**src/hdl/ultrasonic_echo_median_ranger_defines.svh**
```systemverilog
// Assertion macros used by the ranger top level.
`ifndef ULTRASONIC_ECHO_MEDIAN_RANGER_DEFINES_SVH
`define ULTRASONIC_ECHO_MEDIAN_RANGER_DEFINES_SVH

`ifndef ASSERT_OFF
`define UEMR_ASSERT_SAME(name, clk, rstn, pre, post, msg) \
  name: assert property (@(posedge clk) disable iff (!(rstn)) (pre) |-> (post)) \
    else $error(msg);
`define UEMR_ASSERT_NEXT(name, clk, rstn, pre, post, msg) \
  name: assert property (@(posedge clk) disable iff (!(rstn)) (pre) |=> (post)) \
    else $error(msg);
`else
`define UEMR_ASSERT_SAME(name, clk, rstn, pre, post, msg)
`define UEMR_ASSERT_NEXT(name, clk, rstn, pre, post, msg)
`endif

`endif

```
**src/hdl/uemr_pkg.sv**
```systemverilog
// Package with types, constants and helpers of the ultrasonic ranger.
`timescale 1ns / 1ps

package uemr_pkg;

  localparam int MAX_SAMPLES = 16;
  localparam int IDX_W       = $clog2(MAX_SAMPLES);
  localparam int NUM_W       = IDX_W + 1;
  localparam int CNT_W       = 16;
  localparam int CM_W        = 10;
  localparam int ADDR_W      = 5;
  localparam int DATA_W      = 32;

  localparam logic [CNT_W-1:0] CNT_MAX = {CNT_W{1'b1}};
  localparam logic [CM_W-1:0]  CM_MAX  = {CM_W{1'b1}};

  // Division by 58 as a multiply by the scaled reciprocal, exact for 16-bit pulses.
  localparam int RECIP_W     = 17;
  localparam int RECIP_SHIFT = 22;
  localparam logic [RECIP_W-1:0] RECIP = 17'd72316;
  localparam int PROD_W      = CNT_W + RECIP_W;
  localparam int QUOT_W      = 11;

  localparam logic [NUM_W-1:0] RST_SAMPLE_COUNT = 5'd5;
  localparam logic [CM_W-1:0]  RST_MIN_CM       = 10'd2;
  localparam logic [CM_W-1:0]  RST_MAX_CM       = 10'd400;
  localparam logic [CM_W-1:0]  RST_DEFAULT_CM   = 10'd400;
  localparam logic [15:0]      RST_RISE_TIMEOUT = 16'd30000;
  localparam logic [15:0]      RST_PULSE_TIMEOUT = 16'd25000;
  localparam logic [7:0]       RST_TRIGGER_US   = 8'd10;
  localparam logic [15:0]      RST_GAP_US       = 16'd15000;

  typedef struct packed {
    logic start_req;
    logic echo;
  } item_t;

  typedef struct packed {
    logic             trigger;
    logic             busy_res;
    logic             done_res;
    logic [CM_W-1:0]  distance_cm;
    logic             fell_back;
    logic [NUM_W-1:0] valid_count;
  } result_t;

  typedef enum logic [4:0] {
    PH_IDLE = 5'b00001,
    PH_TRIG = 5'b00010,
    PH_RISE = 5'b00100,
    PH_HIGH = 5'b01000,
    PH_GAP  = 5'b10000
  } phase_e;

  typedef enum logic [6:0] {
    SQ_READY = 7'b0000001,
    SQ_DIV   = 7'b0000010,
    SQ_CHK   = 7'b0000100,
    SQ_RD    = 7'b0001000,
    SQ_CMP   = 7'b0010000,
    SQ_PUT   = 7'b0100000,
    SQ_MED   = 7'b1000000
  } seq_e;

  typedef enum logic [2:0] {
    REG_SAMPLE_COUNT  = 3'd0,
    REG_MIN_CM        = 3'd1,
    REG_MAX_CM        = 3'd2,
    REG_DEFAULT_CM    = 3'd3,
    REG_RISE_TIMEOUT  = 3'd4,
    REG_PULSE_TIMEOUT = 3'd5,
    REG_TRIGGER_US    = 3'd6,
    REG_GAP_US        = 3'd7
  } reg_e;

  function automatic logic [CNT_W-1:0] cnt_inc(input logic [CNT_W-1:0] c);
    cnt_inc = (c == CNT_MAX) ? c : c + 1'b1;
  endfunction

endpackage

```
**src/hdl/uemr_ram.sv**
```systemverilog
// Generic single-write, single-read RAM with registered read data.
`timescale 1ns / 1ps

module uemr_ram #(
  parameter int WIDTH = 10,
  parameter int DEPTH = 16
) (
  input  logic                     clk_i,
  input  logic                     we_i,
  input  logic [$clog2(DEPTH)-1:0] waddr_i,
  input  logic [WIDTH-1:0]         wdata_i,
  input  logic [$clog2(DEPTH)-1:0] raddr_i,
  output logic [WIDTH-1:0]         rdata_o
);

  logic [WIDTH-1:0] mem_q [DEPTH];
  logic [WIDTH-1:0] rdata_q;

  always_ff @(posedge clk_i) begin
    if (we_i) begin
      mem_q[waddr_i] <= wdata_i;
    end
    rdata_q <= mem_q[raddr_i];
  end

  assign rdata_o = rdata_q;

endmodule

```
**src/hdl/ultrasonic_echo_median_ranger.sv**
```systemverilog
// Top level of the ultrasonic ranger with a sorted reading store and median pick.
//
// Each item on item_i is one microsecond tick: the sampled echo level and a
// start request. An item is accepted at a clock edge with start_i high and
// busy_o low. Every accepted item gives exactly one result on result_o, shown
// for one cycle with done_o high; the receiver takes it at once and cannot
// stall it. For most ticks the result appears the cycle after the item and
// busy_o stays low. A tick that ends a reading still gives its result the
// next cycle, but busy_o stays high while the pulse is divided by 58 through
// one registered multiply and the value is insertion-sorted into the reading
// store over one RAM read port and one write port. A rejected reading only
// passes the divide and check states; a kept one shifts each larger stored
// reading up and is written into the gap. The final tick of a measurement
// reads the middle entry through one registered read. Configuration goes
// over APB at byte address 4*index; the user must write it only while no
// measurement runs, which the block does not enforce. Reset returns the
// registers to their defaults and the sequencer to idle; the reading store
// needs no clearing since only sorted entries below the valid count are read.
`timescale 1ns / 1ps
`include "ultrasonic_echo_median_ranger_defines.svh"

module ultrasonic_echo_median_ranger (
  input  logic                                 clk_i,
  input  logic                                 rst_ni,
  input  logic                                 start_i,
  output logic                                 busy_o,
  input  uemr_pkg::item_t                      item_i,
  output logic                                 done_o,
  output uemr_pkg::result_t                    result_o,
  input  logic                                 psel,
  input  logic                                 penable,
  input  logic                                 pwrite,
  input  logic [uemr_pkg::ADDR_W-1:0]          paddr,
  input  logic [uemr_pkg::DATA_W-1:0]          pwdata,
  output logic [uemr_pkg::DATA_W-1:0]          prdata,
  output logic                                 pready
);

  logic [uemr_pkg::NUM_W-1:0] sample_count_q;
  logic [uemr_pkg::CM_W-1:0]  min_cm_q;
  logic [uemr_pkg::CM_W-1:0]  max_cm_q;
  logic [uemr_pkg::CM_W-1:0]  default_cm_q;
  logic [15:0]                rise_to_q;
  logic [15:0]                pulse_to_q;
  logic [7:0]                 trigger_us_q;
  logic [15:0]                gap_us_q;

  uemr_pkg::phase_e           phase_q, phase_d;
  uemr_pkg::seq_e             state_q, state_d;
  logic [uemr_pkg::CNT_W-1:0] tick_q, tick_d;
  logic [uemr_pkg::NUM_W-1:0] ridx_q, ridx_d;
  logic [uemr_pkg::NUM_W-1:0] vr_q, vr_d;
  logic [uemr_pkg::IDX_W-1:0] j_q, j_d;
  logic [uemr_pkg::CNT_W-1:0] pulse_q, pulse_d;
  logic [uemr_pkg::PROD_W-1:0] prod_q, prod_d;
  logic [uemr_pkg::CM_W-1:0]  cm_q, cm_d;
  uemr_pkg::result_t          result_q, result_d;
  logic                       done_q, done_d;

  logic                       accept;
  logic                       cfg_we;
  logic                       vr_clr;
  logic                       trig;
  logic                       bres;
  logic                       fin;
  logic                       done_tick;
  logic [uemr_pkg::CNT_W-1:0] fin_pulse;
  logic [uemr_pkg::NUM_W-1:0] eff_samples;
  logic [uemr_pkg::QUOT_W-1:0] quot;
  logic [uemr_pkg::CM_W-1:0]  cm_sat;
  logic                       fallback;

  logic                       ram_we;
  logic [uemr_pkg::IDX_W-1:0] ram_waddr;
  logic [uemr_pkg::CM_W-1:0]  ram_wdata;
  logic [uemr_pkg::IDX_W-1:0] ram_raddr;
  logic [uemr_pkg::CM_W-1:0]  ram_rdata;

  assign busy_o   = (state_q != uemr_pkg::SQ_READY);
  assign accept   = start_i && !busy_o;
  assign done_o   = done_q;
  assign result_o = result_q;
  assign pready   = 1'b1;
  assign cfg_we   = psel && penable && pwrite && pready;

  always_comb begin
    if (sample_count_q == '0) begin
      eff_samples = uemr_pkg::NUM_W'(1);
    end else if (sample_count_q > uemr_pkg::NUM_W'(uemr_pkg::MAX_SAMPLES)) begin
      eff_samples = uemr_pkg::NUM_W'(uemr_pkg::MAX_SAMPLES);
    end else begin
      eff_samples = sample_count_q;
    end
  end

  always_comb begin
    case (uemr_pkg::reg_e'(paddr[4:2]))
      uemr_pkg::REG_SAMPLE_COUNT:  prdata = uemr_pkg::DATA_W'(sample_count_q);
      uemr_pkg::REG_MIN_CM:        prdata = uemr_pkg::DATA_W'(min_cm_q);
      uemr_pkg::REG_MAX_CM:        prdata = uemr_pkg::DATA_W'(max_cm_q);
      uemr_pkg::REG_DEFAULT_CM:    prdata = uemr_pkg::DATA_W'(default_cm_q);
      uemr_pkg::REG_RISE_TIMEOUT:  prdata = uemr_pkg::DATA_W'(rise_to_q);
      uemr_pkg::REG_PULSE_TIMEOUT: prdata = uemr_pkg::DATA_W'(pulse_to_q);
      uemr_pkg::REG_TRIGGER_US:    prdata = uemr_pkg::DATA_W'(trigger_us_q);
      uemr_pkg::REG_GAP_US:        prdata = uemr_pkg::DATA_W'(gap_us_q);
      default:                     prdata = '0;
    endcase
  end

  // Per-tick phase logic.
  always_comb begin
    phase_d   = phase_q;
    tick_d    = tick_q;
    ridx_d    = ridx_q;
    vr_clr    = 1'b0;
    trig      = 1'b0;
    bres      = 1'b1;
    fin       = 1'b0;
    fin_pulse = '0;
    done_tick = 1'b0;
    case (phase_q)
      uemr_pkg::PH_IDLE: begin
        bres = 1'b0;
        if (item_i.start_req) begin
          ridx_d  = '0;
          vr_clr  = 1'b1;
          phase_d = uemr_pkg::PH_TRIG;
          tick_d  = uemr_pkg::CNT_W'(1);
          trig    = 1'b1;
          bres    = 1'b1;
        end
      end
      uemr_pkg::PH_TRIG: begin
        if (tick_q < uemr_pkg::CNT_W'(trigger_us_q)) begin
          trig   = 1'b1;
          tick_d = uemr_pkg::cnt_inc(tick_q);
        end else if (item_i.echo) begin
          phase_d = uemr_pkg::PH_HIGH;
          tick_d  = uemr_pkg::CNT_W'(1);
        end else begin
          phase_d = uemr_pkg::PH_RISE;
          tick_d  = uemr_pkg::CNT_W'(1);
        end
      end
      uemr_pkg::PH_RISE: begin
        if (item_i.echo) begin
          phase_d = uemr_pkg::PH_HIGH;
          tick_d  = uemr_pkg::CNT_W'(1);
        end else if (tick_q > rise_to_q || tick_q == uemr_pkg::CNT_MAX) begin
          fin = 1'b1;
        end else begin
          tick_d = uemr_pkg::cnt_inc(tick_q);
        end
      end
      uemr_pkg::PH_HIGH: begin
        if (!item_i.echo) begin
          fin       = 1'b1;
          fin_pulse = tick_q;
        end else if (tick_q > pulse_to_q || tick_q == uemr_pkg::CNT_MAX) begin
          fin = 1'b1;
        end else begin
          tick_d = uemr_pkg::cnt_inc(tick_q);
        end
      end
      uemr_pkg::PH_GAP: begin
        if (tick_q < gap_us_q) begin
          tick_d = uemr_pkg::cnt_inc(tick_q);
        end else if (ridx_q < eff_samples) begin
          phase_d = uemr_pkg::PH_TRIG;
          tick_d  = uemr_pkg::CNT_W'(1);
          trig    = 1'b1;
        end else begin
          done_tick = 1'b1;
          bres      = 1'b0;
          phase_d   = uemr_pkg::PH_IDLE;
          tick_d    = '0;
        end
      end
      default: begin
        phase_d = uemr_pkg::PH_IDLE;
        tick_d  = '0;
        bres    = 1'b0;
      end
    endcase
    if (fin) begin
      ridx_d  = ridx_q + 1'b1;
      phase_d = uemr_pkg::PH_GAP;
      tick_d  = '0;
    end
  end

  assign quot     = prod_q[uemr_pkg::RECIP_SHIFT +: uemr_pkg::QUOT_W];
  assign cm_sat   = (quot > uemr_pkg::QUOT_W'(uemr_pkg::CM_MAX)) ? uemr_pkg::CM_MAX
                                                                : quot[uemr_pkg::CM_W-1:0];
  assign fallback = (vr_q < (eff_samples >> 1)) || (vr_q == '0);

  // Sequencer: divide, insertion sort into the store, median read.
  always_comb begin
    state_d   = state_q;
    vr_d      = vr_q;
    j_d       = j_q;
    pulse_d   = pulse_q;
    prod_d    = prod_q;
    cm_d      = cm_q;
    result_d  = result_q;
    done_d    = 1'b0;
    ram_we    = 1'b0;
    ram_waddr = j_q + 1'b1;
    ram_wdata = cm_q;
    ram_raddr = vr_q[uemr_pkg::NUM_W-1:1];
    case (state_q)
      uemr_pkg::SQ_READY: begin
        if (accept) begin
          if (vr_clr) begin
            vr_d = '0;
          end
          if (fin) begin
            pulse_d = fin_pulse;
            state_d = uemr_pkg::SQ_DIV;
          end
          if (done_tick) begin
            state_d = uemr_pkg::SQ_MED;
          end else begin
            result_d = '{trigger: trig, busy_res: bres, done_res: 1'b0,
                         distance_cm: '0, fell_back: 1'b0, valid_count: '0};
            done_d   = 1'b1;
          end
        end
      end
      uemr_pkg::SQ_DIV: begin
        prod_d  = uemr_pkg::PROD_W'(pulse_q) * uemr_pkg::PROD_W'(uemr_pkg::RECIP);
        state_d = uemr_pkg::SQ_CHK;
      end
      uemr_pkg::SQ_CHK: begin
        cm_d = cm_sat;
        if (cm_sat >= min_cm_q && cm_sat <= max_cm_q &&
            vr_q < uemr_pkg::NUM_W'(uemr_pkg::MAX_SAMPLES)) begin
          if (vr_q == '0) begin
            state_d = uemr_pkg::SQ_PUT;
          end else begin
            j_d     = vr_q[uemr_pkg::IDX_W-1:0] - 1'b1;
            state_d = uemr_pkg::SQ_RD;
          end
        end else begin
          state_d = uemr_pkg::SQ_READY;
        end
      end
      uemr_pkg::SQ_RD: begin
        ram_raddr = j_q;
        state_d   = uemr_pkg::SQ_CMP;
      end
      uemr_pkg::SQ_CMP: begin
        ram_we = 1'b1;
        if (ram_rdata > cm_q) begin
          ram_wdata = ram_rdata;
          if (j_q == '0) begin
            state_d = uemr_pkg::SQ_PUT;
          end else begin
            j_d     = j_q - 1'b1;
            state_d = uemr_pkg::SQ_RD;
          end
        end else begin
          vr_d    = vr_q + 1'b1;
          state_d = uemr_pkg::SQ_READY;
        end
      end
      uemr_pkg::SQ_PUT: begin
        ram_we    = 1'b1;
        ram_waddr = '0;
        vr_d      = vr_q + 1'b1;
        state_d   = uemr_pkg::SQ_READY;
      end
      uemr_pkg::SQ_MED: begin
        result_d = '{trigger: 1'b0, busy_res: 1'b0, done_res: 1'b1,
                     distance_cm: fallback ? default_cm_q : ram_rdata,
                     fell_back: fallback, valid_count: vr_q};
        done_d   = 1'b1;
        state_d  = uemr_pkg::SQ_READY;
      end
      default: begin
        state_d = uemr_pkg::SQ_READY;
      end
    endcase
  end

  uemr_ram #(
    .WIDTH(uemr_pkg::CM_W),
    .DEPTH(uemr_pkg::MAX_SAMPLES)
  ) u_store (
    .clk_i  (clk_i),
    .we_i   (ram_we),
    .waddr_i(ram_waddr),
    .wdata_i(ram_wdata),
    .raddr_i(ram_raddr),
    .rdata_o(ram_rdata)
  );

  always_ff @(posedge clk_i or negedge rst_ni) begin
    if (!rst_ni) begin
      sample_count_q <= uemr_pkg::RST_SAMPLE_COUNT;
      min_cm_q       <= uemr_pkg::RST_MIN_CM;
      max_cm_q       <= uemr_pkg::RST_MAX_CM;
      default_cm_q   <= uemr_pkg::RST_DEFAULT_CM;
      rise_to_q      <= uemr_pkg::RST_RISE_TIMEOUT;
      pulse_to_q     <= uemr_pkg::RST_PULSE_TIMEOUT;
      trigger_us_q   <= uemr_pkg::RST_TRIGGER_US;
      gap_us_q       <= uemr_pkg::RST_GAP_US;
    end else if (cfg_we) begin
      case (uemr_pkg::reg_e'(paddr[4:2]))
        uemr_pkg::REG_SAMPLE_COUNT:  sample_count_q <= pwdata[uemr_pkg::NUM_W-1:0];
        uemr_pkg::REG_MIN_CM:        min_cm_q       <= pwdata[uemr_pkg::CM_W-1:0];
        uemr_pkg::REG_MAX_CM:        max_cm_q       <= pwdata[uemr_pkg::CM_W-1:0];
        uemr_pkg::REG_DEFAULT_CM:    default_cm_q   <= pwdata[uemr_pkg::CM_W-1:0];
        uemr_pkg::REG_RISE_TIMEOUT:  rise_to_q      <= pwdata[15:0];
        uemr_pkg::REG_PULSE_TIMEOUT: pulse_to_q     <= pwdata[15:0];
        uemr_pkg::REG_TRIGGER_US:    trigger_us_q   <= pwdata[7:0];
        uemr_pkg::REG_GAP_US:        gap_us_q       <= pwdata[15:0];
        default: begin
        end
      endcase
    end
  end

  always_ff @(posedge clk_i or negedge rst_ni) begin
    if (!rst_ni) begin
      phase_q <= uemr_pkg::PH_IDLE;
      state_q <= uemr_pkg::SQ_READY;
      tick_q  <= '0;
      ridx_q  <= '0;
      vr_q    <= '0;
      done_q  <= 1'b0;
    end else begin
      if (accept) begin
        phase_q <= phase_d;
        tick_q  <= tick_d;
        ridx_q  <= ridx_d;
      end
      state_q <= state_d;
      vr_q    <= vr_d;
      done_q  <= done_d;
    end
  end

  always_ff @(posedge clk_i) begin
    j_q      <= j_d;
    pulse_q  <= pulse_d;
    prod_q   <= prod_d;
    cm_q     <= cm_d;
    result_q <= result_d;
  end

  `UEMR_ASSERT_SAME(a_store_write_in_range, clk_i, rst_ni, ram_we,
                    (uemr_pkg::NUM_W'(ram_waddr) <= vr_q) &&
                    (vr_q < uemr_pkg::NUM_W'(uemr_pkg::MAX_SAMPLES)),
                    "store write beyond the sorted entries")
  `UEMR_ASSERT_SAME(a_median_has_readings, clk_i, rst_ni,
                    done_o && result_o.done_res && !result_o.fell_back,
                    result_o.valid_count != '0, "median given without a valid reading")
  `UEMR_ASSERT_NEXT(a_median_delivers, clk_i, rst_ni, state_q == uemr_pkg::SQ_MED,
                    done_o && result_o.done_res && !busy_o,
                    "median read did not deliver the final item")

endmodule
```
**config.mk**
```make
export PLATFORM = sky130hd
export DESIGN_NAME = ultrasonic_echo_median_ranger
export DESIGN_NICKNAME = d
export VERILOG_FILES = /design/src/hdl/uemr_pkg.sv /design/src/hdl/uemr_ram.sv /design/src/hdl/ultrasonic_echo_median_ranger.sv
export VERILOG_INCLUDE_DIRS = /design/src /design/src/hdl
export SDC_FILE = /design/constraint.sdc
export NUM_CORES = 1
export LEC_CHECK = 0
export BUFFER_PORTS_ARGS = -buffer_cell sky130_fd_sc_hd__buf_2
export CORE_ASPECT_RATIO = 1.1
export CORE_MARGIN = 4
export CORE_UTILIZATION = 60
export DETAILED_ROUTE_END_ITERATION = 8
export PLACE_DENSITY_LB_ADDON = 0.2
export SLEW_MARGIN = 30
export SYNTH_ARGS = -nofsm -noshare
export SYNTH_HDL_FRONTEND = slang
export SYNTH_SLANG_ARGS = --single-unit
export TNS_END_PERCENT = 30
```
**constraint.sdc**
```tcl
create_clock -name clk_i -period 17.5 [get_ports clk_i]
set_input_delay 3.5 -clock clk_i [delete_from_list [all_inputs] [get_ports clk_i]]
set_output_delay 3.5 -clock clk_i [all_outputs]
set_load 0.005 [all_outputs]
```
==> results of run 1 <==
[report_power, final]
group	total, uW	switching, uW	internal [uW]
Sequential	1060	67.5	989
Clock	831	344	487
Combinational	655	365	290
Total	2540	777	1770
[logic make-up after synthesis]
group,count (synthesis)
simple gates,412
flops,360
buf+inv,319
compound gates,307
fa+ha+maj,301
mux,122
xor+xnor,33
other cells,2
[area by class of cell]
class	instances	area, um^2	share of cell area
Clock inverter	27	339.1	0.01416
Timing Repair Buffer	87	501.7	0.02095
Clock buffer	41	950.9	0.03970
Tap cell	481	601.8	0.02512
Multi-Input combinational cell	1192	10550	0.4403
Sequential cell	360	10100	0.4217
Inverter	243	912.1	0.03808
[through the flow]
stage,worst slack (ns),hold WS (ns),total power [uW],utilization
finish,8.598,0.5089,2542,0.6749
global route,8.495,0.5465,2674,0.6749
CTS,8.631,0.5097,2555,0.6743
detailed placement,8.649,0.4951,1721,0.6380
global placement,8.618,0.4870,1702,0.6367
floorplan,9.038,0.4794,1526,-
[cell usage after synthesis, types with 31 or more instances]
cell type    n
clkbuf_1    46
o21ai_0    124
fa_1        83
mux2i_1     46
and2_1      31
dfstp_2     33
a21oi_1     63
mux2_2      32
dfrtp_1     97
ha_1       218
mux4_2      44
nor2_1      99
nand3_1     31
nand2_1    134
a21o_1      33
edfxtp_1   220
inv_1      243
[worst min path at each step]
stage / to / start / slack [ns]
after global routing: min_cm_q[4] / min_cm_q[4] / 0.55
after floorplan: min_cm_q[2] / min_cm_q[2] / 0.48
after CTS: min_cm_q[4] / min_cm_q[4] / 0.51
after global placement: min_cm_q[2] / min_cm_q[2] / 0.49
final: min_cm_q[4] / min_cm_q[4] / 0.51
after detailed placement: min_cm_q[2] / min_cm_q[2] / 0.50
[state kept, by name, indices dropped and copies added (netlist names)]
register and count:
sample_count_q 5, u_store.rdata_o 10, rise_to_q 16, ridx_q 5, min_cm_q 10, j_q 4
state_q 7, max_cm_q 10, prod_q 11, trigger_us_q 8, result_o 19, phase_q 5
vr_q 5, pulse_q 16, gap_us_q 16, pulse_to_q 16, done_o 1, cm_q 10
u_store.mem_q 160, default_cm_q 10, tick_q 16
[routing by layer]
metal | global-route usage | wire length [um] | up-vias
li1 | - | - | 6668
met1 | 0.3421 | 20590 | 7076
met2 | 0.4333 | 24810 | 427
met3 | 0.03195 | 2439 | 103
met4 | 0.09506 | 2053 | 0
met5 | 0 | 0 | -
[worst max-delay path, stage by stage]
cell and delay, ns:
buf_2 0.07, buf_4 0.51, and2_1 0.58, a2bb2oi_1 0.13
o22ai_1 0.19, nor2_1 0.06, nor2_1 0.15, buf_2 0.14
==> reports/qor.txt, run 1 <==
STATUS
----------------------------------------------------------------------------------------
Result of the run                                                           finished clean

SETUP PATH
----------------------------------------------------------------------------------------
RR Endpoint                                                                   prod_q[32]
CP startpoint                                                                   paddr[2]
R2r setup slk                                                                   10.76 ns
Biggest fanout along the worst timing path                                            47
Worst Setup Path Type                                                          in -> out
Data arrival time of the critical path                                           5.40 ns
Termination of the worst setup path                                            prdata[2]
Reg2Reg Launch Point                                                         pulse_q[12]
Critical path launch point type                                                input pin
R2r worst-path depth                                                                  20
Endpoint type of the worst setup path                                         output pin
Required time reported for the critical path endpoint                           14.00 ns

TIMING
----------------------------------------------------------------------------------------
RSZ-0062 raised after global routing                                               false
Number of slew-limit violations in the final report                                    0
Slew @ Worst Pin                                                               0.9770 ns
Clock Skew                                                                    0.01940 ns
Final period util                                                                 0.5087
Final Critical Period                                                           8.902 ns
Highest clock rate                                                             112.3 MHz
Normalized max-slew margin                                                        0.3463
Sum Neg Setup Slack                                                                 0 ns
Hold violation count in the final report                                               0
Total setup violations reported at the end of the flow                                 0

MIN PATH
----------------------------------------------------------------------------------------
Worst hold-check path type                                                    reg -> reg
Count of cells along the worst hold path                                               1

FLOORPLAN
----------------------------------------------------------------------------------------
Row count                                                                             72
Die H                                                                           207.7 um
Initial standard-cell utilization of the core                                     0.6129
Die span in x                                                                   189.6 um
Core area                                                                   0.03549 mm^2
Top Ports                                                                             99
Full die area                                                               0.03937 mm^2

ROUTING
----------------------------------------------------------------------------------------
DRC violation count after routing                                                      0
Wire length per cell after detailed routing                                     20.52 um
Vias/cell                                                                          5.872
Final routed wirelength across all metal layers                                 49.90 mm
Vias after detailed routing                                                        14274
Starting DRT DRC Count                                                               960
Iteration count of the initial detailed-routing pass                                   5
Remaining antenna violation count after routing                                        0

YOSYS
----------------------------------------------------------------------------------------
Simple-gate area share of the yosys netlist                                      0.09202
Compound-gate portion of the synthesized area                                    0.08627
Main combinational cell family by area after synthesis                       adder cells
Area fraction of the dominant cell type after synthesis                           0.3037
Cell area after synthesis                                                   0.02176 mm^2
Number of synthesized flops with an enable pin                                       220
Multiplexer share of the synthesized area                                        0.08328
Area leader, netlist                                                            edfxtp_1
Sequential fraction of the synthesis area                                         0.4643
Xor and xnor fraction of the mapped netlist area                                 0.01329
Prevailing post-synth register cell                                             edfxtp_1
Synthesized area divided by synthesized cell count                            11.72 um^2
Flops & latches, synth                                                               360
Share of synthesized registers carrying an async set or reset                     0.3611
Distinct cells, synth                                                                 68
Synthesized netlist cell count                                                      1856
Most area-consuming cells after synthesis                                   edfxtp_1 30%, ha_1 13%, dfrtp_1 11%
Yosys warning total                                                                    0
Area share of fa/ha/maj cells after synthesis                                     0.2017

POWER
----------------------------------------------------------------------------------------
Peak supply drop                                                            0.00008631 V
Power density normalized to cell area                                       106.1 mW/mm^2
Pleak                                                                         0.01041 uW

GLOBAL ROUTING
----------------------------------------------------------------------------------------
GRT Overall Usage                                                                 0.2561
Global-route wire length before repair                                          79.65 mm
Overall overflow remaining after global route                                          0
Maximum number of pins on one net before global-route repair                          70
Number of antenna violations at the first check in global routing                      0
Vias in the first global route                                                     14592

CELLS AND AREA
----------------------------------------------------------------------------------------
Proportion of layout cells with a drive suffix above 1                            0.1518
Number of filler instances in the final layout                                      2663
Number of antenna diodes                                                               0
Layout Cell Area excl Fill                                                  0.02395 mm^2
Post-layout nets                                                                    2267
Most frequent standard cell in the layout excluding fill and tap cells             inv_1
Top library cells by usage in the layout, fill and taps aside               243 x inv_1, 220 x edfxtp_1, 218 x ha_1, 134 x nand2_1, 124 x o21ai_0
Post-synthesis to final-layout area growth                                        10.10%
Final Non-Filler Cells                                                              2431

CLOCK NETWORK
----------------------------------------------------------------------------------------
PostCTS Resize Cnt                                                                     0
Clk sink count                                                                       360
Number of buffers added to fix hold violations after cts                               0
Total clock buffers created by CTS                                                    37
Buffer count from post-CTS setup fixing                                                0
Clock tree from TritonCTS                                                            yes
Number of buffers on the longest clock path                                            3
Clock latency at the later pin of the worst-skew pair                            0.55 ns
Clock H-tree levels                                                                    2
Worst-path clk slew                                                              0.06 ns
Buffer cell driving the clock tree root                                        clkbuf_16

PLACE
----------------------------------------------------------------------------------------
Gpl congestion                                                                    0.9652
Post-detailed-placement cell area                                           0.02264 mm^2
Number of buffers added on ports                                                      63
Total half-perimeter wirelength after legalization and detailed placement       36.41 mm
Count of placed standard cells including taps                                       2363

JOB
----------------------------------------------------------------------------------------
Max_cap viols                                                                          0

No activity file was read; power rests on OpenSTA's default activity.
==> run 2: changes to the inputs <==
- CORE_UTILIZATION: 60 -> 57
- clock period: 17.5 -> 8.17 ns (I/O delays scaled with it)
==> reports/qor.txt, run 2 (synthesis results as in run 1) <==
STATUS
----------------------------------------------------------------------------------------
Result of the run                                                           finished clean

SETUP PATH
----------------------------------------------------------------------------------------
Biggest fanout along the worst timing path                                             7
Critical path launch point type                                                 register
Data arrival time of the critical path                                           7.05 ns
Endpoint type of the worst setup path                                           register
Worst Setup Path Type                                                         reg -> reg
Required time reported for the critical path endpoint                            8.47 ns

ROUTING
----------------------------------------------------------------------------------------
Vias after detailed routing                                                        14166
Remaining antenna violation count after routing                                        0
Vias/cell                                                                          5.794
Wire length per cell after detailed routing                                     20.69 um
Iteration count of the initial detailed-routing pass                                   5
Starting DRT DRC Count                                                               984
DRC violation count after routing                                                      0
Final routed wirelength across all metal layers                                 50.59 mm

PLACE
----------------------------------------------------------------------------------------
Total half-perimeter wirelength after legalization and detailed placement       36.70 mm
Number of buffers added on ports                                                      63
Gpl congestion                                                                    0.9172

FLOORPLAN
----------------------------------------------------------------------------------------
Core area                                                                   0.03741 mm^2
Initial standard-cell utilization of the core                                     0.5816
Full die area                                                               0.04136 mm^2
Die span in x                                                                   194.3 um
Row count                                                                             74
Top Ports                                                                             99
Die H                                                                           212.9 um

CELLS AND AREA
----------------------------------------------------------------------------------------
Number of flip-flops in the largest register                                         160
Fraction of the core area covered by cells at the end of the flow                 0.6394
Post-synthesis to final-layout area growth                                        9.932%
Top library cells by usage in the layout, fill and taps aside               243 x inv_1, 220 x edfxtp_1, 218 x ha_1, 134 x nand2_1, 124 x o21ai_0
Number of antenna diodes                                                               0
Most flop-heavy register                                                    u_store.mem_q
Proportion of layout cells with a drive suffix above 1                            0.1522
Most frequent standard cell in the layout excluding fill and tap cells             inv_1
Post-layout nets                                                                    2267

GLOBAL ROUTING
----------------------------------------------------------------------------------------
Maximum number of pins on one net before global-route repair                          82
GRT Overall Usage                                                                 0.2484
Overall overflow remaining after global route                                          0
Global-route wire length before repair                                          79.99 mm
Vias in the first global route                                                     14578
Number of antenna violations at the first check in global routing                      0

JOB
----------------------------------------------------------------------------------------
Max_cap viols                                                                          0

CLOCK NETWORK
----------------------------------------------------------------------------------------
Number of buffers on the longest clock path                                            3
Clk sink count                                                                       360
Worst-path clk slew                                                              0.06 ns
Clock H-tree levels                                                                    2
Total clock buffers created by CTS                                                    38
Buffer count from post-CTS setup fixing                                                0
Clock tree from TritonCTS                                                            yes
Clock latency at the later pin of the worst-skew pair                            0.57 ns
PostCTS Resize Cnt                                                                     0
Number of buffers added to fix hold violations after cts                               0
Buffer cell driving the clock tree root                                        clkbuf_16

TIMING
----------------------------------------------------------------------------------------
Hold violation count in the final report                                               0
Highest clock rate                                                             148.2 MHz
Normalized max-slew margin                                                        0.3638
Final Critical Period                                                           6.748 ns
Number of slew-limit violations in the final report                                    0
Clock Skew                                                                    0.02052 ns
Slew @ Worst Pin                                                               0.9508 ns
Sum Neg Setup Slack                                                                 0 ns
RSZ-0062 raised after global routing                                               false
Total setup violations reported at the end of the flow                                 0
Final period util                                                                 0.8260

POWER
----------------------------------------------------------------------------------------
Peak supply drop                                                             0.0002077 V
Power density normalized to cell area                                       226.3 mW/mm^2
Pleak                                                                         0.01039 uW

MIN PATH
----------------------------------------------------------------------------------------
Worst hold-check path type                                                    reg -> reg

[run 2: cell type report]
cell class	instances	area [um^2]
Multi-Input combinational cell	1192	10530
Tap cell	494	618.1
Sequential cell	360	10100
Inverter	243	912.1
Timing Repair Buffer	86	498.0
Fill cell	2921	13490
Clock inverter	27	285.3
Clock buffer	43	969.7
[run 2: critical path: stages, from the launching register on]
cell       delay, ns
edfxtp_1        0.58
fa_1            0.61
inv_1           0.05
fa_1            0.47
inv_1           0.06
fa_1            0.52
fa_1            0.44
fa_1            0.55
inv_1           0.05
fa_1            0.53
inv_1           0.04
ha_1            0.31
a21oi_1         0.13
a21oi_1         0.10
nor3_1          0.43
a21oi_1         0.21
o21ai_0         0.28
a21oi_1         0.12
a2111oi_0       0.68
o21bai_1        0.16
xor2_1          0.17
[run 2: stage by stage]
step,setup slack (ns),instance area [um^2],hold slack [ns],std cells,power [uW]
floorplan,2.297,21810,0.4794,1871,3270
detailed placement,1.434,22650,0.4946,2375,3684
global route,1.123,23920,0.5227,2445,5706
finish,1.422,23920,0.5096,2445,5413
global placement,1.536,22610,0.4867,2375,3644
CTS,1.432,23900,0.5082,2445,5450
[run 2: per-layer routing]
layer  GRT usage  vias up  part of all wire
met2      0.4277      351              0.50
met1      0.3228     7049              0.42
met5           0        -                 0
li1            -     6662                 -
met3     0.03803      104             0.044
met4     0.09433        0             0.040
[run 2: worst paths after layout]
check	from	endpoint	slack, ns	cells after the start
max	pulse_q[12]	prod_q[32]	1.42	20
min	min_cm_q[4]	min_cm_q[4]	0.51	1
max reg2reg	pulse_q[12]	prod_q[32]	1.42	20
min reg2reg	min_cm_q[4]	min_cm_q[4]	0.51	1
max in group asynchronous	rst_ni	gap_us_q[14]	6.03	2
min in group asynchronous	rst_ni	phase_q[2]	1.02	1
[run 2: power by group]
group          switching (uW)  leakage (uW)  internal, uW
Sequential                150       0.00363          2120
Clock                     755      0.000608           998
Combinational             770       0.00615           622
==> run 3: changes to the inputs <==
- clock period: 8.17 -> 5.5 ns (I/O delays scaled with it)
==> reports/qor.txt, run 3 (synthesis results as in run 1) <==
POWER
----------------------------------------------------------------------------------------
Pleak                                                                         0.01070 uW
Power density normalized to cell area                                       331.0 mW/mm^2
Peak supply drop                                                             0.0003372 V

TIMING
----------------------------------------------------------------------------------------
Clock Skew                                                                    0.03483 ns
Final period util                                                                  1.027
Number of slew-limit violations in the final report                                    0
Total setup violations reported at the end of the flow                                 7
Final Critical Period                                                           5.650 ns
RSZ-0062 raised after global routing                                                true
Normalized max-slew margin                                                        0.3722
Highest clock rate                                                             177.0 MHz
Hold violation count in the final report                                               0
Least setup slack across all paths after layout                               -0.1505 ns
Slew @ Worst Pin                                                               0.9417 ns

STATUS
----------------------------------------------------------------------------------------
Violations in the final reports                                             negative setup slack
Result of the run                                                           complete, but fails checks

SETUP PATH
----------------------------------------------------------------------------------------
Cell-by-cell listing of the critical path                                   fa_1 -> inv_2 -> fa_2 -> inv_2 -> fa_1 -> fa_2 -> fa_1 -> inv_2 -> fa_1 -> inv_1 -> ha_1 -> nand4_1 -> buf_4 -> nor2_4 -> o221ai_4 -> a21oi_4 -> buf_6 -> o21ai_4 -> nand2b_1 -> a21o_1 -> a21oi_2 -> xnor2_1
Required time reported for the critical path endpoint                            5.81 ns
Worst Setup Path Type                                                         reg -> reg
R2r worst-path depth                                                                  22
Delay of the slowest cell on the worst path                                      0.57 ns
Biggest fanout along the worst timing path                                             5
Reg2Reg Launch Point                                                         pulse_q[14]
Most repeated library cell on the critical path                                     fa_1
Critical path launch point type                                                 register
R2r setup slk                                                                   -0.15 ns
Endpoint type of the worst setup path                                           register
RR Endpoint                                                                   prod_q[26]
Critical-path top delay cell                                                        fa_1
Data arrival time of the critical path                                           5.96 ns

CELLS AND AREA
----------------------------------------------------------------------------------------
Top library cells by usage in the layout, fill and taps aside               237 x inv_1, 220 x edfxtp_1, 213 x ha_1, 134 x nand2_1, 120 x o21ai_0
Number of antenna diodes                                                               0
Most frequent standard cell in the layout excluding fill and tap cells             inv_1
Number of flip-flops in the largest register                                         160
Post-synthesis to final-layout area growth                                        13.15%
Most flop-heavy register                                                    u_store.mem_q
Final Non-Filler Cells                                                              2507
Proportion of layout cells with a drive suffix above 1                            0.1927
Fraction of the core area covered by cells at the end of the flow                 0.6581
Post-layout nets                                                                    2328

CLOCK NETWORK
----------------------------------------------------------------------------------------
Buffer cell driving the clock tree root                                        clkbuf_16
Clock latency at the later pin of the worst-skew pair                            0.57 ns
Worst-path clk slew                                                              0.06 ns
Clock tree from TritonCTS                                                            yes
Clock H-tree levels                                                                    2
Clk sink count                                                                       360
Number of buffers added to fix hold violations after cts                               0
Number of buffers on the longest clock path                                            3
Total clock buffers created by CTS                                                    39

MIN PATH
----------------------------------------------------------------------------------------
Worst hold-check path type                                                    reg -> reg
Count of cells along the worst hold path                                               1
Min-delay src                                                                min_cm_q[2]
Endpoint, Worst Hold                                                         min_cm_q[2]

ROUTING
----------------------------------------------------------------------------------------
Wire length per cell after detailed routing                                     20.66 um
Starting DRT DRC Count                                                               994
DRC violation count after routing                                                      0
Vias/cell                                                                          5.791
Remaining antenna violation count after routing                                        0
Iteration count of the initial detailed-routing pass                                   5
Final routed wirelength across all metal layers                                 51.79 mm
Vias after detailed routing                                                        14518

GLOBAL ROUTING
----------------------------------------------------------------------------------------
Maximum number of pins on one net before global-route repair                          90
Vias in the first global route                                                     15236
Global-route wire length before repair                                          81.91 mm
Overall overflow remaining after global route                                          0
GRT Overall Usage                                                                 0.2528
Number of antenna violations at the first check in global routing                      0

FLOORPLAN
----------------------------------------------------------------------------------------
Die H                                                                           212.9 um
Top Ports                                                                             99
Row count                                                                             74
Die span in x                                                                   194.3 um
Full die area                                                               0.04136 mm^2
Initial standard-cell utilization of the core                                     0.5816
Core area                                                                   0.03741 mm^2

PLACE
----------------------------------------------------------------------------------------
Count of placed standard cells including taps                                       2420
Total half-perimeter wirelength after legalization and detailed placement       38.46 mm
Worst Setup Slack post-DPL                                                    -0.4401 ns
Gpl congestion                                                                    0.9198
Number of buffers added on ports                                                      63

JOB
----------------------------------------------------------------------------------------
Max_cap viols                                                                          0

[run 3: worst max path at each step]
| stage | start | to | cells after the start |
|---|---|---|---|
| final | pulse_q[14] | prod_q[26] | 22 |
| after global routing | pulse_q[14] | prod_q[26] | 22 |
| after CTS | pulse_q[14] | prod_q[32] | 21 |
| after detailed placement | pulse_q[14] | prod_q[26] | 21 |
| after global placement | pulse_q[13] | prod_q[32] | 22 |
| after floorplan | pulse_q[15] | prod_q[32] | 20 |
[run 3: layout make-up]
cell class,instances,area (um^2)
fillers,2868,12790
multi-input cells,1192,10720
flip-flops and latches,360,10100
clock buffers,47,1046
repair buffers,146,992.2
inverters,243,912.1
well taps,494,618.1
clock inverters,25,230.2
[run 3: metrics by stage]
stage          cell area, um^2  TNS [ns]  hold WS (ns)  power [uW]
2_1_floorplan            21830         0        0.4794        4861
6_report                 24620   -0.7630        0.5063        8148
4_1_cts                  24450   -0.8233        0.5065        8134
3_3_place_gp             22970    -1.818        0.4879        5455
3_5_place_dp             23040    -2.597        0.4928        5516
5_1_grt                  24620    -2.772        0.5115        8577
[run 3: critical path, delay by kind of cell, from the launching register on]
family                   cells  cell delay (ns)
AO/OA/AOI/OAI                5             0.65
AND/OR/NAND/NOR              3             0.33
flip-flops                   1             0.53
adder cells (fa/ha/maj)      7             3.28
XOR/XNOR                     1             0.12
buffers and inverters        6             0.47
[run 3: what timing repair did]
item                                    4_1_cts  5_1_grt
buffers inserted                              5       10
pin swaps                                    31       21
gates cloned                                  0        0
gates resized for setup                      26       13
endpoints found under the setup margin        9       10
[run 3: per-layer routing]
metal  wire length [um]  track usage  up-vias  part of all wire
met5                  0            0        -                 0
met4               2397       0.1057        0             0.046
met3               2552      0.04103      136             0.049
met2              25810       0.4406      465              0.50
met1              21030       0.3180     7154              0.41
li1                   -            -     6763                 -
[run 3: report_power, final]
| group | leakage [uW] | switching, uW | internal [uW] |
|---|---|---|---|
| sequential | 0.00363 | 212 | 3150 |
| combinational | 0.00645 | 1210 | 1000 |
| clock | 0.000614 | 1110 | 1470 |
| total | 0.0107 | 2530 | 5620 |
